**config.mk**
```make
export PLATFORM = sky130hd
export DESIGN_NAME = bmhq_cmp
export DESIGN_NICKNAME = d
export VERILOG_FILES = /design/src/binary_min_heap_queue_top_defines.svh /design/src/bmhq_pkg.sv /design/src/bmhq_cmp.sv
export SDC_FILE = /design/constraint.sdc
export NUM_CORES = 1
export LEC_CHECK = 0
export ABC_AREA = 1
export BUFFER_PORTS_ARGS = -buffer_cell sky130_fd_sc_hd__buf_2
export CORE_ASPECT_RATIO = 1.25
export CORE_MARGIN = 2
export CORE_UTILIZATION = 43
export DETAILED_ROUTE_END_ITERATION = 12
export GPL_TIMING_DRIVEN = 0
export PLACE_DENSITY = 0.9
export SYNTH_ARGS = -nofsm -noshare
export SYNTH_HDL_FRONTEND = slang
export SYNTH_SLANG_ARGS = --single-unit
```
**constraint.sdc**
```tcl
create_clock -name vclk -period 1.1
set_input_delay 0.055 -clock vclk [all_inputs]
set_output_delay 0.055 -clock vclk [all_outputs]
set_load 0.02 [all_outputs]
```
**src/binary_min_heap_queue_top_defines.svh**
```systemverilog
// Assertion macros shared by the heap queue RTL.
`ifndef BINARY_MIN_HEAP_QUEUE_TOP_DEFINES_SVH
`define BINARY_MIN_HEAP_QUEUE_TOP_DEFINES_SVH
`ifndef SYNTHESIS
// Same-cycle implication, clocked on clk, off while arst_n is low.
`define BMHQ_ASSERT_SAME(lbl, ante, cons) \
	lbl: assert property (@(posedge clk) disable iff (!arst_n) (ante) |-> (cons)) \
		else $error("%m: check failed");
// Next-cycle implication, clocked on clk, off while arst_n is low.
`define BMHQ_ASSERT_NEXT(lbl, ante, cons) \
	lbl: assert property (@(posedge clk) disable iff (!arst_n) (ante) |=> (cons)) \
		else $error("%m: check failed");
`else
`define BMHQ_ASSERT_SAME(lbl, ante, cons)
`define BMHQ_ASSERT_NEXT(lbl, ante, cons)
`endif
`endif

```
**src/bmhq_pkg.sv**
```systemverilog
// Shared constants and types of the binary min-heap queue.
`default_nettype none
package bmhq_pkg;
	localparam int HEAP_DEPTH        = 64;
	localparam int HEAP_PAYLOAD_BITS = 32;
	localparam int PRIO_BITS         = 32;
	localparam int PAY_PORT_BITS     = 32;
	localparam int COUNT_PORT_BITS   = 7;
	localparam int CAP_BITS          = 7;
	localparam int STATUS_BITS       = 2;
	localparam int S_DATA_BITS       = PAY_PORT_BITS + PRIO_BITS;
	localparam int M_DATA_BITS       = 40;
	localparam int M_PAD_BITS        = M_DATA_BITS - PAY_PORT_BITS - COUNT_PORT_BITS;
	localparam int APB_ADDR_BITS     = 3;
	localparam int APB_DATA_BITS     = 32;

	localparam logic [CAP_BITS-1:0] CAP_RESET = 7'd64;
	localparam logic                REG_CAP   = 1'b0;

	localparam logic ACT_PUSH = 1'b0;
	localparam logic ACT_POP  = 1'b1;

	localparam logic [STATUS_BITS-1:0] STAT_OK    = 2'd0;
	localparam logic [STATUS_BITS-1:0] STAT_FULL  = 2'd1;
	localparam logic [STATUS_BITS-1:0] STAT_EMPTY = 2'd2;

	typedef struct packed {
		logic lt;
		logic eq;
	} cmp_res_t;
endpackage
`default_nettype wire

```
**src/bmhq_cmp.sv**
```systemverilog
// Shared signed priority comparator.
`default_nettype none
module bmhq_cmp
	import bmhq_pkg::*;
(
	input  wire logic signed [PRIO_BITS-1:0] a,
	input  wire logic signed [PRIO_BITS-1:0] b,
	output cmp_res_t                         res
);
	assign res.lt = (a < b);
	assign res.eq = (a == b);
endmodule
`default_nettype wire

```
==> metrics.cfg <==
[power_and_ir_drop]
max-vdd-ir-drop_uv=265
powerDensity_mw_per_mm2=393
power.leakage_nw=0.910

[sta]
worst_pin_slew_ns=0.280
setup_ws_ns=-0.245
report.final.setup_viol=2
rsz0062_at_grt=yes
min_period_ns=1.35
hold_viol=0
drv_slew=0
hold_ws_ns=0.638
fin_crit_sh=1.22
relSlewSlack=0.812
final.setup.tns_ns=-0.491
fmax_ghz=0.743

[logic_synthesis]
synth_nets=240
synth_most_common_cell=inv_1
syn_area_per_cell_um2=6.15
synth_warnings=0
synth_commonest_cells=inv_1 (40), nand2_1 (34), ha_1 (32)
syn_area_um2=886
synth_top_area_cell=ha_1
synth_seq_area_share=0
synthCells=144
synth.top_cell.area_share=0.452
synth_area_leaders=ha_1 (45%), inv_1 (17%), nand2_1 (14%)
ys_types=16

[floorplanning]
num_rows=18
design.die.area_mm2=0.00244
dieHeight_um=54.7
core_area_mm2=0.00196
die_x_um=44.6
start_util=0.452
top_level_ports=66

[routing]
vias_per_cell=5.04
wl_um=3020
num_vias=1169
antenna_left=0
dr.pass1.iters=4
drc=0
routedWlPerCell_um=13.0
drtIter0Drc=8

[global_route]
antenna_found_initial=0
grt_overflow=0
grt_use_total=0.226
grt_max_degree=5
grt_pass1_wl_um=4220
first_global_vias=1117

[critical_path]
worstPathArrival_ns=1.29
critPathKind=primary input to primary output
crit_fanout=2
end_kind=primary output
worst_setup_path_start_kind=primary input
worstPathRequired_ns=1.04

[worst_hold_path]
min_to=res[1]
hp-class=primary input to primary output
hp-start=a[31]
worstHoldPathCells=5

[place]
port_buffers=66
place_hpwl_um=1960
placed_cells=230
place_congestion=0.732
place_ws_ns=-0.277

[finish]
nNetsFinal=310
area_delta_synth_final_pct=88.4
clock_buffer_count=0
final_util=0.852
fin_cells=232
register_area_um2=0
seq_cell_count=0
layout-drive-gt1-share=0.623
antennaDiodeCount=0

[flow_run]
maxCapViolCount=0

[outcome]
outcome=complete, but fails checks
violations=negative setup slack

-- stage by stage --
step           cell area [um2]  power, mW
2_1_floorplan              893      0.250
3_3_place_gp              1250      0.401
3_5_place_dp              1250      0.421
4_1_cts                   1550      0.569
5_1_grt                   1670      0.725
6_report                  1670      0.656
-- how the worst max path moves through the flow --
| stage | slack, ns | end | depth (start not counted) | startpoint |
|---|---|---|---|---|
| global placement | -0.25 | res[1] | 12 | a[17] |
| global route | -0.38 | res[1] | 13 | a[5] |
| floorplan | 0.007 | res[1] | 8 | b[31] |
| detailed placement | -0.28 | res[1] | 12 | b[31] |
| finish | -0.25 | res[1] | 13 | a[5] |
| CTS | -0.18 | res[1] | 11 | a[10] |
-- worst max-delay path, stage by stage --
cell and delay [ns]:
buf_2 0.11, ha_4 0.24, a21oi_2 0.15, nor2_2 0.05, nor2_1 0.12, nand2_1 0.07
nand2_1 0.06, nand2_1 0.05, nand2_1 0.08, nand2_1 0.05, nand2_1 0.07, nand2_2 0.05
buf_6 0.12
-- final cells by class --
| type | count | area, um2 |
|---|---|---|
| multi-input combinational | 104 | 1050 |
| timing repair buffer | 68 | 435 |
| fill | 104 | 290 |
| inverter | 40 | 158 |
| tap | 20 | 25.0 |
-- cells by family after synthesis --
family	share of synthesized area
compound gates	0.107
fa+ha+maj	0.452
buf+inv	0.169
simple gates	0.271
-- layout by cell type (no fill, tap or decap) --
master	synthesis	routed
nor2_2	1	2
a21oi_2	1	8
a21oi_1	12	5
ha_2	0	1
nor3_2	1	1
nor3_1	2	1
nand4_1	2	2
buf_6	0	14
o21ai_0	2	1
ha_4	0	19
nand2_1	34	25
inv_1	40	22
inv_4	0	3
o21a_2	1	1
nand2_4	0	1
buf_4	0	3
nor2_1	9	7
o21ai_1	0	1
nand2_2	2	10
nand4_2	1	1
buf_2	0	51
nor2_4	0	1
ha_1	32	12
nand3_1	3	3
inv_2	0	15
nor3_4	0	1
a21o_1	1	1
-- where the power goes --
group	internal [mW]	leakage, nW	switching (mW)
Clock	0	0	0
Sequential	0	0	0
Combinational	0.343	0.910	0.313
Total	0.343	0.910	0.313
-- timing repair --
| item | CTS | global route |
|---|---|---|
| setup buffers | 0 | 2 |
| pin swaps | 16 | 16 |
| gates resized for setup | 51 | 27 |
| hold buffers | 0 | 0 |
| setup endpoints to repair | 2 | 2 |
-- per-layer routing --
layer  global-route usage  vias up  wire length [um]
met5                    0        -                 0
met4               0.0152        0                61
met3              0.00660        6               104
met2                0.527       42              1870
met1                0.212      530               991
li1                     -      591                 -
(Power assumes the default switching activity.)
