## src/binary_min_heap_queue_top_defines.svh

```systemverilog
// Assertion macros shared by the heap queue RTL.
`ifndef BINARY_MIN_HEAP_QUEUE_TOP_DEFINES_SVH
`define BINARY_MIN_HEAP_QUEUE_TOP_DEFINES_SVH
`ifndef SYNTHESIS
// Same-cycle implication, clocked on clk, off while arst_n is low.
`define BMHQ_ASSERT_SAME(lbl, ante, cons) \
	lbl: assert property (@(posedge clk) disable iff (!arst_n) (ante) |-> (cons)) \
		else $error("%m: check failed");
// Next-cycle implication, clocked on clk, off while arst_n is low.
`define BMHQ_ASSERT_NEXT(lbl, ante, cons) \
	lbl: assert property (@(posedge clk) disable iff (!arst_n) (ante) |=> (cons)) \
		else $error("%m: check failed");
`else
`define BMHQ_ASSERT_SAME(lbl, ante, cons)
`define BMHQ_ASSERT_NEXT(lbl, ante, cons)
`endif
`endif

```

## src/bmhq_ram.sv

```systemverilog
// Generic single-write, single-read RAM with registered read data.
`default_nettype none
module bmhq_ram #(
	parameter int WIDTH = 64,
	parameter int DEPTH = 64
) (
	input  wire logic                     clk,
	input  wire logic                     we,
	input  wire logic [$clog2(DEPTH)-1:0] waddr,
	input  wire logic [WIDTH-1:0]         wdata,
	input  wire logic                     re,
	input  wire logic [$clog2(DEPTH)-1:0] raddr,
	output logic      [WIDTH-1:0]         rdata
);
	logic [WIDTH-1:0] mem_q [DEPTH];

	always_ff @(posedge clk) begin
		if (we) begin
			mem_q[waddr] <= wdata;
		end
		if (re) begin
			rdata <= mem_q[raddr];
		end
	end
endmodule
`default_nettype wire

```

## config.mk

```make
export PLATFORM = sky130hd
export DESIGN_NAME = bmhq_ram
export DESIGN_NICKNAME = d
export VERILOG_FILES = /design/src/binary_min_heap_queue_top_defines.svh /design/src/bmhq_ram.sv
export SDC_FILE = /design/constraint.sdc
export NUM_CORES = 2
export LEC_CHECK = 0
export BUFFER_PORTS_ARGS = -buffer_cell sky130_fd_sc_hd__buf_2
export CAP_MARGIN = 20
export CORE_MARGIN = 3
export CORE_UTILIZATION = 40
export DETAILED_ROUTE_END_ITERATION = 10
export MAX_ROUTING_LAYER = met4
export PLACE_DENSITY = 0.65
export SYNTH_ARGS = -nofsm -noshare
export SYNTH_HDL_FRONTEND = slang
export SYNTH_SLANG_ARGS = --single-unit
```

## constraint.sdc

```tcl
create_clock -name clk -period 11.27 [get_ports clk]
set_input_delay 1.127 -clock clk [delete_from_list [all_inputs] [get_ports clk]]
set_output_delay 1.127 -clock clk [all_outputs]
set_load 0.005 [all_outputs]
```

==> qor.txt <==
register area: 0.1249 sq mm
Total Die Area: 0.4000 sq mm
commonest register cell after synthesis: sky130_fd_sc_hd__edfxtp_1
largest area contributor in the netlist: sky130_fd_sc_hd__edfxtp_1
CTS tree: yes
logic gate share of total power: 0.044
post-layout min period: 4.370 ns
per-cell routed wire length: 34.51 um
Gate Count Post-Synth: 6598
fraction of registers with async set or reset after synthesis: 0
Worst Setup Start Kind: primary input
MaxCap Viol Count: 0
switching share of total power: 0.2094
hpwl dp: 222700 um
Required @ worst endpoint: 11.91 ns
RePlAce Congestion: 0.7922
endpoint of the most critical register-to-register path: rdata[44]$_DFFE_PP_
reg2reg start: mem_q[10][44]$_DFFE_PP_
net switching power: 6.776 mW
y dimension of the die: 632.5 um
initial standard-cell utilization of the core: 0.4026
aggregate routed wire length: 433600 um
relative max-transition margin: 0.1694
register-to-register path setup slack: 9.02 ns
Worst-Margin Slew: 1.246 ns
Clk pwr share: 0.423
critical hold path startpoint: wdata[0]
number of antenna violations at the first check in global routing: 46
standard cell area after detailed placement: 0.1647 sq mm
buffer type at the clock tree root: sky130_fd_sc_hd__clkbuf_16
Final setup violation count: 0
Core Footprint: 0.3900 sq mm
insertion delay to the later sink of the worst-skew pair: 0.96 ns
clk slew on worst S/H paths: 0.06 ns
Setup Fix Bufs, Post-CTS: 0
max-slew violation count: 0
width of the chip: 632.5 um
Int Pwr: 25.58 mW
unrepaired setup endpoints after global routing: false
fraction of power consumed by sequential logic: 0.533
Final Cycle Share: 0.3878
number of hold violations in the final report: 0
GR Util met1: 0.2959
sequential share of the synthesized area: 0.7957
achievable clock frequency: 228.8 MHz
signal arrival time at the worst endpoint: 5.01 ns
Post-Syn Area: 0.1570 sq mm
GRT Util Overall: 0.2210
syn avg cell area: 23.79 sq um
Post-Syn Nets: 6677
number of distinct library cells after synthesis: 32
wire length of the first global-routing pass: 604700 um
CTS hold repair buffers: 0
met3 Usage GRT: 0.03864
Fillers: 31580
maximum vdd drop: 0.0001620 V
pwr/cell area: 181.2 mW/mm^2
busiest grt layer: met2
layout cells sized above 1: 0.2826
global route overflow: 0
detailed-router iteration count before antenna repair: 6
Yosys reg bits: 4160
critical path class: primary input to flop
hold path endpoint: mem_q[58][0]$_DFFE_PP_
Tot Pwr: 32.35 mW
met2 Use GR: 0.3479
post-route antenna net violation count: 0
TritonCTS Buffers: 408
largest net degree at the start of global routing: 134
vias in the first global route: 75830
crit path capture type: flop
Synth area leaders: sky130_fd_sc_hd__edfxtp_1 80%, sky130_fd_sc_hd__mux4_2 15%, sky130_fd_sc_hd__mux2i_1 0.86%
remaining design rule violation count: 0
Synthesis Warnings: 0
total via count in the routed design: 76490
final standard cell area without fillers: 0.1785 sq mm
number of DRC markers in iteration 0: 10740
I/O Buffers: 142
Worst Hold Class: primary input to flop
via density per instance: 6.087
setup_tns: 0 ns
area taken by multi-input logic gates: 0.03078 sq mm
Leakage: 55.04 nW
number of instances on the worst hold path: 1
number of nets in the finished design: 7077
buffers from clock root to sink, at most: 4
number of gates resized after CTS: 0
Layout Skew: 0.04748 ns
count of clock tree sinks: 4160
worst-path maximum fanout: 76
Synth top area share: 0.7957
# H-tree levels: 5
Ports: 143
number of cells on the worst reg-to-reg path: 5
Core Rows: 229
area overhead of the layout relative to synthesis: 13.73%
number of flops mapped to enable cells by yosys: 4160
result of the run: finished, final reports clean
==> through the flow <==
stage / std cells / setup WS, ns / utilization / hold WS, ns
after floorplan: 6598 / 4.707 / - / 0.8648
after global placement: 11770 / 5.879 / 0.4223 / 0.9014
after detailed placement: 11770 / 5.944 / 0.4223 / 0.9037
after CTS: 12510 / 6.953 / 0.4566 / 0.6572
after global routing: 12560 / 6.786 / 0.4578 / 0.4387
final: 12570 / 6.900 / 0.4579 / 0.4557
==> Yosys cell counts (28+ instances only) <==
library cell / n
sky130_fd_sc_hd__clkbuf_1: 140
sky130_fd_sc_hd__buf_4: 34
sky130_fd_sc_hd__nor2_1: 112
sky130_fd_sc_hd__o22ai_1: 83
sky130_fd_sc_hd__nand2_1: 58
sky130_fd_sc_hd__edfxtp_1: 4160
sky130_fd_sc_hd__o221ai_1: 38
sky130_fd_sc_hd__mux2i_1: 135
sky130_fd_sc_hd__mux4_2: 1024
sky130_fd_sc_hd__a22o_1: 88
sky130_fd_sc_hd__a22oi_1: 168
sky130_fd_sc_hd__nand3_1: 45
sky130_fd_sc_hd__or3_1: 29
sky130_fd_sc_hd__buf_2: 170
sky130_fd_sc_hd__nor2b_1: 28
sky130_fd_sc_hd__a211oi_1: 63
sky130_fd_sc_hd__or2_2: 28
sky130_fd_sc_hd__and3_1: 64
==> layer usage <==
metal	part of all wire	routed length, um
met1	0.38	163500
met2	0.49	212500
met3	0.10	44330
met4	0.031	13290
met5	0	0
==> cells in the final DEF, fill, tap and decap left out, types with 29 or more instances in the layout <==
cell                           n
sky130_fd_sc_hd__o221ai_1     38
sky130_fd_sc_hd__clkbuf_1     78
sky130_fd_sc_hd__clkbuf_16   412
sky130_fd_sc_hd__buf_2       138
sky130_fd_sc_hd__o22ai_1      83
sky130_fd_sc_hd__bufinv_16    50
sky130_fd_sc_hd__nor2_4       65
sky130_fd_sc_hd__diode_2      35
sky130_fd_sc_hd__clkinv_1     85
sky130_fd_sc_hd__and3_1       64
sky130_fd_sc_hd__edfxtp_1   4160
sky130_fd_sc_hd__a211oi_1     63
sky130_fd_sc_hd__mux2i_1     135
sky130_fd_sc_hd__buf_4       188
sky130_fd_sc_hd__a22o_1       88
sky130_fd_sc_hd__clkinv_2     66
sky130_fd_sc_hd__or3_1        29
sky130_fd_sc_hd__nand3_1      45
sky130_fd_sc_hd__nor2_1       47
sky130_fd_sc_hd__a22oi_1     168
sky130_fd_sc_hd__nand2_1      56
sky130_fd_sc_hd__buf_12       30
sky130_fd_sc_hd__mux4_2     1024
==> power groups by stage <==
stage / clock (mW) / combinational [mW] / sequential (mW)
after detailed placement: 0 / 1.42 / 17.6
final: 13.7 / 1.42 / 17.2
after CTS: 13.9 / 1.42 / 17.2
after floorplan: 0 / 0.798 / 17.5
after global routing: 14.5 / 1.51 / 17.2
after global placement: 0 / 1.38 / 17.6
==> logic make-up after synthesis <==
logic type      after synthesis  share of synthesized area
compound gates              504                    0.02467
buf+inv                     389                    0.01176
mux                        1159                     0.1555
simple gates                386                    0.01235
flops                      4160                     0.7957
==> critical path, cell delays in order <==
cell	delay [ns]
sky130_fd_sc_hd__buf_8	0.58
sky130_fd_sc_hd__buf_4	0.92
sky130_fd_sc_hd__buf_4	0.92
sky130_fd_sc_hd__mux4_2	0.43
sky130_fd_sc_hd__mux2i_1	0.18
sky130_fd_sc_hd__nand2_1	0.07
sky130_fd_sc_hd__a41oi_1	0.44
sky130_fd_sc_hd__a211oi_1	0.10
==> layout make-up <==
cell class | count | area share
sequential | 4160 | 0.6996
clock inverter | 255 | 0.01568
clock buffer | 490 | 0.05938
inverter | 19 | 0.0003994
multi-input combinational | 2049 | 0.1724
timing repair buffer | 360 | 0.01561
tap | 5197 | 0.03642
antenna | 35 | 0.0004905
==> state kept, by name, summed over array words and instances, names as in the netlist <==
name	flops
rdata	64
mem_q	4096
==> worst max-delay path by stage <==
| stage | from | slack [ns] | to | cells after the start |
|---|---|---|---|---|
| 5_1_grt | raddr[1] | 6.79 | rdata[20]$_DFFE_PP_ | 8 |
| 4_1_cts | raddr[1] | 6.95 | rdata[20]$_DFFE_PP_ | 8 |
| 3_3_place_gp | raddr[1] | 5.88 | rdata[20]$_DFFE_PP_ | 8 |
| 2_1_floorplan | waddr[3] | 4.71 | mem_q[48][0]$_DFFE_PP_ | 4 |
| 6_report | raddr[1] | 6.90 | rdata[20]$_DFFE_PP_ | 8 |
| 3_5_place_dp | raddr[1] | 5.94 | rdata[20]$_DFFE_PP_ | 8 |
Note: power is estimated with default switching activity, not from simulation.
