==> config.mk <==
export PLATFORM = sky130hd
export DESIGN_NAME = bmhq_ctrl
export DESIGN_NICKNAME = d
export VERILOG_FILES = /design/src/binary_min_heap_queue_top_defines.svh /design/src/bmhq_pkg.sv /design/src/bmhq_ctrl.sv
export SDC_FILE = /design/constraint.sdc
export NUM_CORES = 1
export LEC_CHECK = 0
export ABC_CLOCK_PERIOD_IN_PS = 9700
export BUFFER_PORTS_ARGS = -buffer_cell sky130_fd_sc_hd__buf_2
export CAP_MARGIN = 5
export CELL_PAD_IN_SITES_DETAIL_PLACEMENT = 0
export CELL_PAD_IN_SITES_GLOBAL_PLACEMENT = 2
export CORE_AREA = 8 8 215 217
export CTS_CLUSTER_DIAMETER = 150
export DETAILED_ROUTE_END_ITERATION = 8
export DIE_AREA = 0 0 223 225
export GPL_TIMING_DRIVEN = 0
export PLACE_DENSITY = 0.94
export SLEW_MARGIN = 20
export SYNTH_ARGS = -nofsm -noshare
export SYNTH_HDL_FRONTEND = slang
export SYNTH_SLANG_ARGS = --single-unit
==> constraint.sdc <==
create_clock -name clk -period 9.7 [get_ports clk]
set_input_delay 0.485 -clock clk [delete_from_list [all_inputs] [get_ports clk]]
set_output_delay 0.485 -clock clk [all_outputs]
set_load 0.005 [all_outputs]
==> src/binary_min_heap_queue_top_defines.svh <==
// Assertion macros shared by the heap queue RTL.
`ifndef BINARY_MIN_HEAP_QUEUE_TOP_DEFINES_SVH
`define BINARY_MIN_HEAP_QUEUE_TOP_DEFINES_SVH
`ifndef SYNTHESIS
// Same-cycle implication, clocked on clk, off while arst_n is low.
`define BMHQ_ASSERT_SAME(lbl, ante, cons) \
	lbl: assert property (@(posedge clk) disable iff (!arst_n) (ante) |-> (cons)) \
		else $error("%m: check failed");
// Next-cycle implication, clocked on clk, off while arst_n is low.
`define BMHQ_ASSERT_NEXT(lbl, ante, cons) \
	lbl: assert property (@(posedge clk) disable iff (!arst_n) (ante) |=> (cons)) \
		else $error("%m: check failed");
`else
`define BMHQ_ASSERT_SAME(lbl, ante, cons)
`define BMHQ_ASSERT_NEXT(lbl, ante, cons)
`endif
`endif

==> src/bmhq_pkg.sv <==
// Shared constants and types of the binary min-heap queue.
`default_nettype none
package bmhq_pkg;
	localparam int HEAP_DEPTH        = 64;
	localparam int HEAP_PAYLOAD_BITS = 32;
	localparam int PRIO_BITS         = 32;
	localparam int PAY_PORT_BITS     = 32;
	localparam int COUNT_PORT_BITS   = 7;
	localparam int CAP_BITS          = 7;
	localparam int STATUS_BITS       = 2;
	localparam int S_DATA_BITS       = PAY_PORT_BITS + PRIO_BITS;
	localparam int M_DATA_BITS       = 40;
	localparam int M_PAD_BITS        = M_DATA_BITS - PAY_PORT_BITS - COUNT_PORT_BITS;
	localparam int APB_ADDR_BITS     = 3;
	localparam int APB_DATA_BITS     = 32;

	localparam logic [CAP_BITS-1:0] CAP_RESET = 7'd64;
	localparam logic                REG_CAP   = 1'b0;

	localparam logic ACT_PUSH = 1'b0;
	localparam logic ACT_POP  = 1'b1;

	localparam logic [STATUS_BITS-1:0] STAT_OK    = 2'd0;
	localparam logic [STATUS_BITS-1:0] STAT_FULL  = 2'd1;
	localparam logic [STATUS_BITS-1:0] STAT_EMPTY = 2'd2;

	typedef struct packed {
		logic lt;
		logic eq;
	} cmp_res_t;
endpackage
`default_nettype wire

==> src/bmhq_ctrl.sv <==
// Sequencer that runs push sift-up and pop sift-down over the heap RAM.
`default_nettype none
module bmhq_ctrl
	import bmhq_pkg::*;
#(
	parameter int DEPTH        = HEAP_DEPTH,
	parameter int PAYLOAD_BITS = HEAP_PAYLOAD_BITS
) (
	input  wire logic                                clk,
	input  wire logic                                arst_n,
	input  wire logic [CAP_BITS-1:0]                 cap_limit,
	input  wire logic                                s_tvalid,
	output logic                                     s_tready,
	input  wire logic [S_DATA_BITS-1:0]              s_tdata,
	input  wire logic [0:0]                          s_tuser,
	output logic                                     m_tvalid,
	input  wire logic                                m_tready,
	output logic      [M_DATA_BITS-1:0]              m_tdata,
	output logic      [STATUS_BITS-1:0]              m_tuser,
	output logic      [$clog2(DEPTH+1)-1:0]          count,
	output logic                                     busy,
	output logic                                     ram_we,
	output logic      [$clog2(DEPTH)-1:0]            ram_waddr,
	output logic      [PRIO_BITS+PAYLOAD_BITS-1:0]   ram_wdata,
	output logic                                     ram_re,
	output logic      [$clog2(DEPTH)-1:0]            ram_raddr,
	input  wire logic [PRIO_BITS+PAYLOAD_BITS-1:0]   ram_rdata,
	output logic      [PRIO_BITS-1:0]                cmp_a,
	output logic      [PRIO_BITS-1:0]                cmp_b,
	input  cmp_res_t                                 cmp_res
);
	localparam int AW = $clog2(DEPTH);
	localparam int CW = $clog2(DEPTH + 1);
	localparam int XW = AW + 2;
	localparam int LW = (CW > CAP_BITS) ? CW : CAP_BITS;
	localparam int EW = PRIO_BITS + PAYLOAD_BITS;
	localparam int PB = PAYLOAD_BITS;

	localparam logic [3:0] S_IDLE   = 4'd0;
	localparam logic [3:0] S_UP_RD  = 4'd1;
	localparam logic [3:0] S_UP_CMP = 4'd2;
	localparam logic [3:0] S_UP_FIN = 4'd3;
	localparam logic [3:0] S_P_ROOT = 4'd4;
	localparam logic [3:0] S_P_LAST = 4'd5;
	localparam logic [3:0] S_DN_A   = 4'd6;
	localparam logic [3:0] S_DN_B   = 4'd7;
	localparam logic [3:0] S_DN_C   = 4'd8;
	localparam logic [3:0] S_DN_D   = 4'd9;
	localparam logic [3:0] S_DONE   = 4'd10;

	logic [3:0]             state_q, state_d;
	logic [CW-1:0]          count_q, count_d;
	logic [AW-1:0]          pos_q, pos_d;
	logic [EW-1:0]          item_q, item_d;
	logic [EW-1:0]          lc_ent_q, lc_ent_d;
	logic [EW-1:0]          rc_ent_q, rc_ent_d;
	logic                   me_lt_l_q, me_lt_l_d;
	logic [PB-1:0]          res_pay_q, res_pay_d;
	logic [STATUS_BITS-1:0] res_st_q, res_st_d;

	logic                       m_tvalid_q;
	logic [PAY_PORT_BITS-1:0]   m_pay_q;
	logic [STATUS_BITS-1:0]     m_st_q;
	logic [COUNT_PORT_BITS-1:0] m_cnt_q;

	logic [PRIO_BITS-1:0] item_prio, rd_prio, lc_prio, rc_prio;
	logic [AW-1:0]        parent, lc_a, rc_a;
	logic [XW-1:0]        lc_x, rc_x, len_x;
	logic [CW-1:0]        count_m1;
	logic [LW-1:0]        limit_w, depth_w, cap_w;
	logic                 full, out_free;

	assign item_prio = item_q[EW-1:PB];
	assign rd_prio   = ram_rdata[EW-1:PB];
	assign lc_prio   = lc_ent_q[EW-1:PB];
	assign rc_prio   = rc_ent_q[EW-1:PB];

	// Children of slot p sit at 2p+1 and 2p+2, the parent at (p-1)/2.
	assign parent   = AW'((pos_q - AW'(1)) >> 1);
	assign lc_x     = {1'b0, pos_q, 1'b1};
	assign rc_x     = lc_x + XW'(1);
	assign len_x    = XW'(count_q);
	assign lc_a     = lc_x[AW-1:0];
	assign rc_a     = rc_x[AW-1:0];
	assign count_m1 = count_q - CW'(1);

	// The limit saturates at the heap depth.
	assign limit_w = LW'(cap_limit);
	assign depth_w = LW'(DEPTH);
	assign cap_w   = (limit_w > depth_w) ? depth_w : limit_w;
	assign full    = (LW'(count_q) >= cap_w);

	assign out_free = !m_tvalid_q || m_tready;
	assign s_tready = (state_q == S_IDLE);
	assign busy     = (state_q != S_IDLE);
	assign count    = count_q;

	always_comb begin
		state_d   = state_q;
		count_d   = count_q;
		pos_d     = pos_q;
		item_d    = item_q;
		lc_ent_d  = lc_ent_q;
		rc_ent_d  = rc_ent_q;
		me_lt_l_d = me_lt_l_q;
		res_pay_d = res_pay_q;
		res_st_d  = res_st_q;
		ram_we    = 1'b0;
		ram_waddr = pos_q;
		ram_wdata = item_q;
		ram_re    = 1'b0;
		ram_raddr = '0;
		cmp_a     = item_prio;
		cmp_b     = rd_prio;
		unique case (state_q)
			S_IDLE: begin
				if (s_tvalid) begin
					res_pay_d = '0;
					res_st_d  = STAT_OK;
					if (s_tuser[0] == ACT_PUSH) begin
						if (full) begin
							res_st_d = STAT_FULL;
							state_d  = S_DONE;
						end else begin
							item_d  = {s_tdata[S_DATA_BITS-1:PAY_PORT_BITS],
								PB'(s_tdata[PAY_PORT_BITS-1:0])};
							pos_d   = count_q[AW-1:0];
							count_d = count_q + CW'(1);
							state_d = (count_q == '0) ? S_UP_FIN : S_UP_RD;
						end
					end else if (count_q == '0) begin
						res_st_d = STAT_EMPTY;
						state_d  = S_DONE;
					end else begin
						ram_re    = 1'b1;
						ram_raddr = '0;
						state_d   = S_P_ROOT;
					end
				end
			end
			S_UP_RD: begin
				ram_re    = 1'b1;
				ram_raddr = parent;
				state_d   = S_UP_CMP;
			end
			S_UP_CMP: begin
				ram_we = 1'b1;
				if (cmp_res.lt) begin
					// The parent moves down into the hole.
					ram_wdata = ram_rdata;
					pos_d     = parent;
					state_d   = (parent == '0) ? S_UP_FIN : S_UP_RD;
				end else begin
					state_d = S_DONE;
				end
			end
			S_UP_FIN: begin
				ram_we  = 1'b1;
				state_d = S_DONE;
			end
			S_P_ROOT: begin
				res_pay_d = ram_rdata[PB-1:0];
				ram_re    = 1'b1;
				ram_raddr = count_m1[AW-1:0];
				count_d   = count_m1;
				state_d   = S_P_LAST;
			end
			S_P_LAST: begin
				// The last entry walks down from the root.
				item_d  = ram_rdata;
				pos_d   = '0;
				state_d = (count_q == '0) ? S_DONE : S_DN_A;
			end
			S_DN_A: begin
				if (lc_x < len_x) begin
					ram_re    = 1'b1;
					ram_raddr = lc_a;
					state_d   = S_DN_B;
				end else begin
					ram_we  = 1'b1;
					state_d = S_DONE;
				end
			end
			S_DN_B: begin
				lc_ent_d  = ram_rdata;
				me_lt_l_d = cmp_res.lt;
				if (rc_x < len_x) begin
					ram_re    = 1'b1;
					ram_raddr = rc_a;
					state_d   = S_DN_C;
				end else if (!cmp_res.lt && !cmp_res.eq) begin
					ram_we    = 1'b1;
					ram_wdata = ram_rdata;
					pos_d     = lc_a;
					state_d   = S_DN_A;
				end else begin
					ram_we  = 1'b1;
					state_d = S_DONE;
				end
			end
			S_DN_C: begin
				rc_ent_d = ram_rdata;
				// When only one of the two compares holds, the smaller child is known.
				priority if (me_lt_l_q && cmp_res.lt) begin
					ram_we  = 1'b1;
					state_d = S_DONE;
				end else if (me_lt_l_q) begin
					ram_we    = 1'b1;
					ram_wdata = ram_rdata;
					pos_d     = rc_a;
					state_d   = S_DN_A;
				end else if (cmp_res.lt) begin
					ram_we    = 1'b1;
					ram_wdata = lc_ent_q;
					pos_d     = lc_a;
					state_d   = S_DN_A;
				end else begin
					state_d = S_DN_D;
				end
			end
			S_DN_D: begin
				cmp_a  = lc_prio;
				cmp_b  = rc_prio;
				ram_we = 1'b1;
				if (cmp_res.lt) begin
					ram_wdata = lc_ent_q;
					pos_d     = lc_a;
				end else begin
					ram_wdata = rc_ent_q;
					pos_d     = rc_a;
				end
				state_d = S_DN_A;
			end
			S_DONE: begin
				if (out_free) begin
					state_d = S_IDLE;
				end
			end
			default: begin
				state_d = S_IDLE;
			end
		endcase
	end

	always_ff @(posedge clk or negedge arst_n) begin
		if (!arst_n) begin
			state_q <= S_IDLE;
			count_q <= '0;
		end else begin
			state_q <= state_d;
			count_q <= count_d;
		end
	end

	always_ff @(posedge clk) begin
		pos_q     <= pos_d;
		item_q    <= item_d;
		lc_ent_q  <= lc_ent_d;
		rc_ent_q  <= rc_ent_d;
		me_lt_l_q <= me_lt_l_d;
		res_pay_q <= res_pay_d;
		res_st_q  <= res_st_d;
	end

	always_ff @(posedge clk or negedge arst_n) begin
		if (!arst_n) begin
			m_tvalid_q <= 1'b0;
		end else if (state_q == S_DONE && out_free) begin
			m_tvalid_q <= 1'b1;
		end else if (m_tready) begin
			m_tvalid_q <= 1'b0;
		end
	end

	always_ff @(posedge clk) begin
		if (state_q == S_DONE && out_free) begin
			m_pay_q <= PAY_PORT_BITS'(res_pay_q);
			m_st_q  <= res_st_q;
			m_cnt_q <= COUNT_PORT_BITS'(count_q);
		end
	end

	assign m_tvalid = m_tvalid_q;
	assign m_tdata  = {{M_PAD_BITS{1'b0}}, m_cnt_q, m_pay_q};
	assign m_tuser  = m_st_q;
endmodule
`default_nettype wire

==> impl_metrics.toml, run 1 <==
[outcome]
status = "completed"

[clock_tree]
cts_tree = "built"
clockBufferDepth = 3
clk_latency_ns = 0.56
cts_sinks = 286
cts_resized = 0
cts_root_buf = "clkbuf_16"
path_clk_slew_ns = 0.06
numCtsBuffers = 36
h-tree-depth = 2

[detailed_routing]
drt_iter0_drc = 1503
viasPerCell = 6.02
ant_nets = 0
wl_um = 66200
drc_errors = 0
wl_per_cell_um = 26.6
first_pass_iters = 8
route.vias.total = 14967

[setup_path]
cp_slowest_cell = "edfxtp_1"
path_max_fanout = 10
crit_chain = "ha_1, clkbuf_1, nand3_1, xnor2_1, ha_1, a21o_1, a21oi_1, a211oi_1, or2_1, clkbuf_1, or3_1, buf_2, clkbuf_1, a211oi_1, o22ai_1, buf_2"
cp_common_cell = "clkbuf_1"
critPathMaxStageDelay_ns = 0.57
crit_path_end_kind = "output port"
crit_type = "reg2out"
critPathArrivalTime_ns = 5.11
start_kind = "register"
r2r_cells = 13
reg2reg_setup_slack_ns = 5.66
cp_data_required_time_ns = 9.22
worstReg2RegEnd = "state_q[2]"
reg2reg_from = "ram_waddr[1]"

[sta]
rsz0062_at_grt = "false"
fmax_ghz = 0.179
setup_tns_ns = 0
worst_pin_slew_ns = 1.19
fin_crit_sh = 0.577
finalClockSkew_ns = 0.0210
timing.final.crit_period_ns = 5.59
setup_violations = 0
slew_headroom = 0.207
setup_slack_ns = 4.11
hold_violations = 0
slew_viol_final = 0

[die]
die-height_um = 225
start_util = 0.376
die-area_um2 = 50200
dieWidth_um = 223
coreArea_um2 = 42700
pin_count = 336
fp-row-count = 76

[grt]
gr-total-overflow = 0
grt_pass1_wl_um = 96300
antenna_found_initial = 6
grt_max_degree = 40
grt_pass1_vias = 15141
grt_usage = 0.252

[logic_synthesis]
synth_enable_flop_cells = 274
synthArstFlopShare = 0.0420
synth_ff_type = "edfxtp_1"
netlist_area_um2 = 16100
syn_area_per_cell_um2 = 10.5
yosys_warnings = 0
syn_inst = 1536
synth_seq_cells = 286
yosysUniqueCellTypes = 59
synthesis.nets = 1705
ys_seq_area_frac = 0.531

[finish]
utilization = 0.460
mostFrequentLayoutCell = "buf_2"
stdcell_count = 2488
layout_common_cells = "buf_2 (355), edfxtp_1 (274), nand2_1 (219)"
drive_gt1_frac = 0.251
nNetsFinal = 2082
fillers = 4101
syn_to_final_growth_pct = 22.3

[power_and_ir_drop]
peakVddDrop_v = 0.000160
p_leak_nw = 7.68
power_w = 0.00579
p_per_area_nw_per_um2 = 295

[min_path]
hold_class = "in2reg"
holdPathEnd = "lc_ent_q[47]"
worstHoldStart = "ram_rdata[47]"
min_path_cells = 1

[placed_design]
dp.cells = 2420
place_ws_ns = 4.72
place_congestion = 0.918
dp_hpwl_um = 48300
portBuffers = 334

[job]
cap_violations = 0
[worst max-delay path: cells and delay by family, from the launching register on]
family / cells / cell delay [ns]
buffers and inverters: 5 / 1.16
AO/OA/AOI/OAI: 5 / 0.93
AND/OR/NAND/NOR: 3 / 0.88
flip-flops: 1 / 0.57
adder cells (fa/ha/maj): 2 / 0.55
XOR/XNOR: 1 / 0.45
[sequential cells by signal, summed over array words and instances (netlist names)]
| name | cells |
|---|---|
| res_st_q | 2 |
| m_tuser | 2 |
| state_q | 4 |
| rc_ent_q | 64 |
| m_pay_q | 32 |
| me_lt_l_q | 1 |
| m_tvalid | 1 |
| count | 7 |
| res_pay_q | 32 |
| lc_ent_q | 64 |
| m_cnt_q | 7 |
| item_q | 64 |
| ram_waddr | 6 |
[cell usage after synthesis (4+ instances only)]
master	instances	area share
nand2_1	219	0.051
a221oi_1	26	0.014
nor2b_1	7	0.0027
o21ai_1	5	0.0016
o21ai_0	107	0.033
clkbuf_1	87	0.020
a21boi_0	8	0.0037
a221o_1	43	0.027
buf_1	15	0.0035
o221ai_1	31	0.017
dfrtp_1	12	0.019
or2_2	4	0.0016
o22ai_1	71	0.028
and2_1	8	0.0031
a2111oi_2	4	0.0037
o211ai_1	8	0.0037
mux2i_1	26	0.016
buf_2	22	0.0069
nor2_1	62	0.014
a31oi_1	8	0.0031
and3_1	34	0.013
nand2b_1	14	0.0055
ha_1	27	0.021
nor3_1	12	0.0037
a21o_1	31	0.014
a211oi_1	24	0.011
inv_1	66	0.015
a21oi_1	114	0.036
xnor2_1	16	0.0087
edfxtp_1	274	0.51
nand3_1	16	0.0050
a22oi_1	28	0.013
mux2_2	65	0.046
a2111oi_0	4	0.0022
[metrics by stage]
stage | hold slack [ns] | cell area (µm²)
global route | 0.179 | 19600
floorplan | 0.189 | 16100
finish | 0.184 | 19600
detailed placement | 0.398 | 18500
CTS | 0.162 | 19600
global placement | 0.398 | 18400
[cells by family (layout without fill, tap and decap cells)]
family / count (synthesis) / count (layout) / share of synthesized area
adder cells (fa/ha/maj): 27 / 27 / 0.0210
AO/OA/AOI/OAI: 528 / 528 / 0.220
multiplexers: 91 / 91 / 0.0618
XOR/XNOR: 18 / 18 / 0.00982
flip-flops: 286 / 286 / 0.531
AND/OR/NAND/NOR: 389 / 389 / 0.107
other: 1 / 4 / 0.000234
buffers and inverters: 196 / 599 / 0.0494
[layer usage]
metal	vias to the layer above	track usage	part of all wire
met1	7370	0.318	0.40
met3	158	0.0573	0.089
met4	6	0.111	0.041
met2	818	0.412	0.47
met5	-	0	0.00063
li1	6615	-	-
[final cells by class]
| type | instances | area [µm²] | share of cell area |
|---|---|---|---|
| multi-input cells | 1054 | 6750 | 0.344 |
| clock inverters | 20 | 151 | 0.00771 |
| well taps | 546 | 683 | 0.0348 |
| repair buffers | 339 | 1760 | 0.0897 |
| diodes | 3 | 7.51 | 0.000382 |
| clock buffers | 44 | 952 | 0.0485 |
| flip-flops and latches | 286 | 8530 | 0.434 |
| inverters | 67 | 251 | 0.0128 |
| plain buffers | 129 | 548 | 0.0279 |
[where the power goes]
part / internal (W) / switching (W)
Sequential: 0.00171 / 0.000163
Clock: 0.000750 / 0.000534
Combinational: 0.000953 / 0.00169
Total: 0.00341 / 0.00238
[how the worst max path moves through the flow]
stage | start | to | slack [ns] | cells past startpoint
CTS | ram_waddr[0] | ram_wdata[36] | 4.13 | 16
detailed placement | ram_waddr[0] | ram_wdata[36] | 4.72 | 16
floorplan | state_q[1] | ram_wdata[10] | 5.51 | 8
global placement | state_q[1] | ram_wdata[57] | 3.14 | 9
finish | ram_waddr[1] | ram_wdata[2] | 4.11 | 16
global route | ram_waddr[1] | ram_wdata[36] | 3.84 | 16
[repair_timing]
action / in CTS / in global routing
hold buffers: 1 / 0
hold endpoints to repair: 12 / 0
buffers inserted: 0 / 0
setup endpoints to repair: 0 / 0
(Power assumes the default switching activity.)
==> inputs of run 2 (changes only) <==
--- a/config.mk
+++ b/config.mk
@@ -5,17 +5,17 @@
 export SDC_FILE = /design/constraint.sdc
 export NUM_CORES = 1
 export LEC_CHECK = 0
-export ABC_CLOCK_PERIOD_IN_PS = 9700
+export ABC_CLOCK_PERIOD_IN_PS = 4600
 export BUFFER_PORTS_ARGS = -buffer_cell sky130_fd_sc_hd__buf_2
 export CAP_MARGIN = 5
 export CELL_PAD_IN_SITES_DETAIL_PLACEMENT = 0
 export CELL_PAD_IN_SITES_GLOBAL_PLACEMENT = 2
-export CORE_AREA = 8 8 215 217
+export CORE_AREA = 8 8 233 235
 export CTS_CLUSTER_DIAMETER = 150
 export DETAILED_ROUTE_END_ITERATION = 8
-export DIE_AREA = 0 0 223 225
+export DIE_AREA = 0 0 241 243
 export GPL_TIMING_DRIVEN = 0
-export PLACE_DENSITY = 0.94
+export PLACE_DENSITY = 0.85
 export SLEW_MARGIN = 20
 export SYNTH_ARGS = -nofsm -noshare
 export SYNTH_HDL_FRONTEND = slang
==> constraint.sdc (replaced) <==
create_clock -name clk -period 4.6 [get_ports clk]
set_input_delay 0.23 -clock clk [delete_from_list [all_inputs] [get_ports clk]]
set_output_delay 0.23 -clock clk [all_outputs]
set_load 0.005 [all_outputs]
==> impl_metrics.toml, run 2 (same netlist as run 1, synthesis figures left out) <==
[outcome]
status = "completed"

[placed_design]
dp.cells = 2555
dpl-instance-area_um2 = 18700
portBuffers = 334
place_congestion = 0.885
dp_hpwl_um = 50900

[detailed_routing]
ant_nets = 0
first_pass_iters = 5
wl_um = 70700
drt_iter0_drc = 1616
wl_per_cell_um = 25.8
route.vias.total = 15168
drc_errors = 0
viasPerCell = 5.53

[power_and_ir_drop]
p_per_area_nw_per_um2 = 598
p_leak_nw = 8.26
power_w = 0.0126
peakVddDrop_v = 0.000329

[grt]
grt_pass1_wl_um = 103000
gr-total-overflow = 0
antenna_found_initial = 1
grt_pass1_vias = 15619
grt_max_degree = 41
grt_usage = 0.233

[clock_tree]
h-tree-depth = 2
clockBufferDepth = 3
cts_tree = "built"
numCtsBuffers = 36
cts_root_buf = "clkbuf_16"
clk_latency_ns = 0.57
path_clk_slew_ns = 0.06
cts_sinks = 286

[setup_path]
cp_data_required_time_ns = 4.37
reg2reg_setup_slack_ns = 0.45
reg2reg_from = "state_q[1]"
critPathMaxStageDelay_ns = 0.83
worstReg2RegEnd = "item_q[2]"
crit_type = "reg2out"
critPathArrivalTime_ns = 4.21
start_kind = "register"
cp_slowest_cell = "a21oi_1"
crit_path_end_kind = "output port"
crit_chain = "buf_2, xnor2_1, a21oi_1, clkbuf_1, clkbuf_1, o2bb2ai_1, buf_2"
r2r_cells = 8
cp_top_family = "buffers and inverters"
path_max_fanout = 10
cp-startpoint = "state_q[0]"
critPathBufInv = 4

[finish]
drive_gt1_frac = 0.248
stdcell_count = 2741
largestRegisters = "item_q x64, lc_ent_q x64, rc_ent_q x64"
nNetsFinal = 2203
fillers = 5105
postLayoutCellArea_um2 = 21100
syn_to_final_growth_pct = 31.5
layout_common_cells = "buf_2 (355), edfxtp_1 (274), nand2_1 (219)"
mostFrequentLayoutCell = "buf_2"
utilization = 0.417

[sta]
fmax_ghz = 0.225
hold_violations = 0
timing.final.crit_period_ns = 4.44
slew_headroom = 0.210
worst_pin_slew_ns = 1.19
finalClockSkew_ns = 0.0254
rsz0062_at_grt = "false"
setup_violations = 0
slew_viol_final = 0
fin_crit_sh = 0.965

[min_path]
hold_class = "in2reg"
min_path_cells = 2
holdPathEnd = "item_q[61]"
worstHoldStart = "s_tdata[61]"

[die]
coreArea_um2 = 50700
pin_count = 336
die-height_um = 243
start_util = 0.317
fp-row-count = 83
dieWidth_um = 241
die-area_um2 = 58600

[job]
cap_violations = 0
[run 2: worst max path at each step]
stage	endpoint	slack, ns	cells past startpoint
2_1_floorplan	ram_wdata[10]	0.67	8
3_5_place_dp	ram_wdata[30]	-0.06	16
6_report	ram_wdata[59]	0.16	7
5_1_grt	ram_wdata[30]	0.06	14
4_1_cts	ram_wdata[23]	-0.007	15
3_3_place_gp	ram_wdata[30]	-1.66	9
[run 2: stage by stage]
step / hold slack [ns] / TNS, ns / setup slack [ns]
2_1_floorplan: -0.0656 / 0 / 0.670
5_1_grt: 0.0178 / 0 / 0.0610
6_report: 0.00611 / 0 / 0.163
3_5_place_dp: 0.141 / -0.354 / -0.0581
3_3_place_gp: 0.135 / -162.61 / -1.66
4_1_cts: 0.000968 / -0.00721 / -0.00721
[run 2: cell type report]
class,count,area [µm²],share of cell area
multi-input combinational,1054,6780,0.321
clock buffer,39,912,0.0432
clock inverter,25,245,0.0116
timing repair buffer,463,3000,0.142
inverter,67,251,0.0119
tap,680,851,0.0403
buffer,126,553,0.0262
antenna,1,2.50,0.000118
sequential,286,8530,0.404
[run 2: what timing repair did]
item,in CTS,in global routing
hold endpoints to repair,189,0
hold buffers,118,0
setup endpoints to repair,64,40
gates resized for setup,5,12
pin swaps,1,4
setup buffers,3,3
[run 2: layer usage]
layer | wire length, µm | up-vias | GRT usage | share of wire
met1 | 29200 | 7532 | 0.296 | 0.41
met2 | 34000 | 668 | 0.384 | 0.48
li1 | - | 6847 | - | -
met3 | 5070 | 121 | 0.0486 | 0.072
met5 | 0 | - | 0 | 0
met4 | 2440 | 0 | 0.0906 | 0.035
[run 2: where the power goes]
group          internal (W)  switching [W]
clock               0.00166        0.00119
sequential          0.00360       0.000334
combinational       0.00214        0.00370
total               0.00740        0.00522
==> inputs of run 3 (changes only) <==
==> constraint.sdc (replaced) <==
create_clock -name clk -period 4.6 [get_ports clk]
set_input_delay 1.38 -clock clk [delete_from_list [all_inputs] [get_ports clk]]
set_output_delay 1.38 -clock clk [all_outputs]
set_load 0.005 [all_outputs]
==> impl_metrics.toml, run 3 (same netlist as run 1, synthesis figures left out) <==
[finish]
mostFrequentLayoutCell = "buf_2"
syn_to_final_growth_pct = 35.6
nNetsFinal = 2134
drive_gt1_frac = 0.362
fillers = 5004
layout_common_cells = "buf_2 (340), edfxtp_1 (274), nand2_1 (215)"
stdcell_count = 2675
largestRegisters = "item_q x64, lc_ent_q x64, rc_ent_q x64"

[grt]
gr-total-overflow = 0
grt_pass1_wl_um = 104000
grt_pass1_vias = 15329
antenna_found_initial = 3
grt_usage = 0.236
grt_max_degree = 75

[setup_path]
crit_path_end_kind = "output port"
crit_type = "reg2out"
reg2reg_from = "state_q[1]"
critPathArrivalTime_ns = 3.77
cp_data_required_time_ns = 3.22
start_kind = "register"
cp-startpoint = "ram_waddr[1]"
path_max_fanout = 6

[power_and_ir_drop]
peakVddDrop_v = 0.000279
p_leak_nw = 8.53
p_per_area_nw_per_um2 = 642

[sta]
timing.final.crit_period_ns = 5.15
fin_crit_sh = 1.12
finalClockSkew_ns = 0.0206
setup_tns_ns = -26.05
setup_slack_ns = -0.550
worst_pin_slew_ns = 1.11
slew_viol_final = 0
slew_headroom = 0.257
rsz0062_at_grt = "true"
setup_violations = 68
fmax_ghz = 0.194
hold_violations = 0

[clock_tree]
clk_latency_ns = 0.56
h-tree-depth = 2
path_clk_slew_ns = 0.07
hold_buffers = 0
cts_root_buf = "clkbuf_16"
numCtsBuffers = 35
cts_tree = "built"
cts_sinks = 286
clockBufferDepth = 3

[detailed_routing]
m1WireLength_um = 29000
drt_iter0_drc = 1808
wl_per_cell_um = 27.1
route.vias.total = 15372
wl_um = 72500
first_pass_iters = 5
highest_layer = "met5"
drc_errors = 0
wl_met3_um = 5750
viasPerCell = 5.75
ant_nets = 0
wl_met2_um = 34900

[die]
dieWidth_um = 241
start_util = 0.317
fp-row-count = 83
coreArea_um2 = 50700
die-area_um2 = 58600
die-height_um = 243
pin_count = 336

[placed_design]
portBuffers = 334
place_congestion = 0.886
place_ws_ns = -1.34
dp_hpwl_um = 50200
dp.cells = 2553

[outcome]
status = "finished, violations left"
violations = "negative setup slack"

[min_path]
worstHoldStart = "res_pay_q[0]"
hold_class = "reg2reg"

[job]
cap_violations = 0
run 3: cell count changes in the layout (fill, tap and decap cells not counted), sizes merged:
cell         delta
buf            +53
clkbuf          -2
diode           +2
bufinv          +1
inv             +2
clkinv          -5
dlygate4sd3   -118
bufbuf          +1
run 3: final cells by class:
type	count	area [µm²]	share of cell area
sequential	286	8530	0.392
clock buffer	41	898	0.0413
timing repair buffer	402	2540	0.117
clock inverter	23	273	0.0125
inverter	67	259	0.0119
antenna	3	7.51	0.000345
buffer	119	876	0.0402
tap	680	851	0.0391
multi-input combinational	1054	7530	0.346
run 3: power breakdown:
group | switching [W] | total [W] | internal, W | leakage (nW)
Combinational | 0.00419 | 0.00711 | 0.00293 | 5.32
Clock | 0.00120 | 0.00291 | 0.00170 | 0.575
Sequential | 0.000351 | 0.00395 | 0.00360 | 2.64
run 3: final timing paths:
kind / end / slack (ns) / cells after the start
setup / recovery: ram_wdata[22] / -0.55 / 13
max in group asynchronous: count[2] / 3.63 / 1
hold / removal: m_pay_q[0] / 0.41 / 0
setup reg to reg: item_q[49] / 0.74 / 7
min in group asynchronous: count[6] / 0.70 / 1
hold reg to reg: m_pay_q[0] / 0.41 / 0
run 3: stage by stage:
stage / hold slack, ns / instance area, µm² / total power, W / utilization
floorplan: 0.400 / 16100 / 0.00704 / -
global placement: 0.402 / 18600 / 0.00951 / 0.367
detailed placement: 0.405 / 18700 / 0.00961 / 0.369
CTS: 0.412 / 21500 / 0.0136 / 0.424
global route: 0.422 / 21800 / 0.0146 / 0.430
finish: 0.412 / 21800 / 0.0140 / 0.430
run 3: critical path: stages (launching register included):
cell       delay (ns)
edfxtp_1         0.44
ha_4             0.19
nand3_4          0.09
xnor2_4          0.20
ha_4             0.23
a21o_1           0.19
a21oi_2          0.18
a211oi_2         0.09
or2_4            0.27
or3_4            0.50
buf_12           0.18
a2111oi_4        0.32
o22ai_2          0.16
buf_2            0.15
run 3: repair_timing:
| item | in CTS | in global routing |
|---|---|---|
| gates resized for setup | 299 | 62 |
| setup endpoints to repair | 131 | 109 |
| buffers inserted | 43 | 16 |
| cloned | 7 | 1 |
| pin swaps | 54 | 46 |
run 3: routing by layer:
metal | GRT usage | vias up
li1 | - | 6729
met1 | 0.296 | 7635
met2 | 0.390 | 842
met3 | 0.0521 | 164
met4 | 0.0924 | 2
met5 | 0 | -
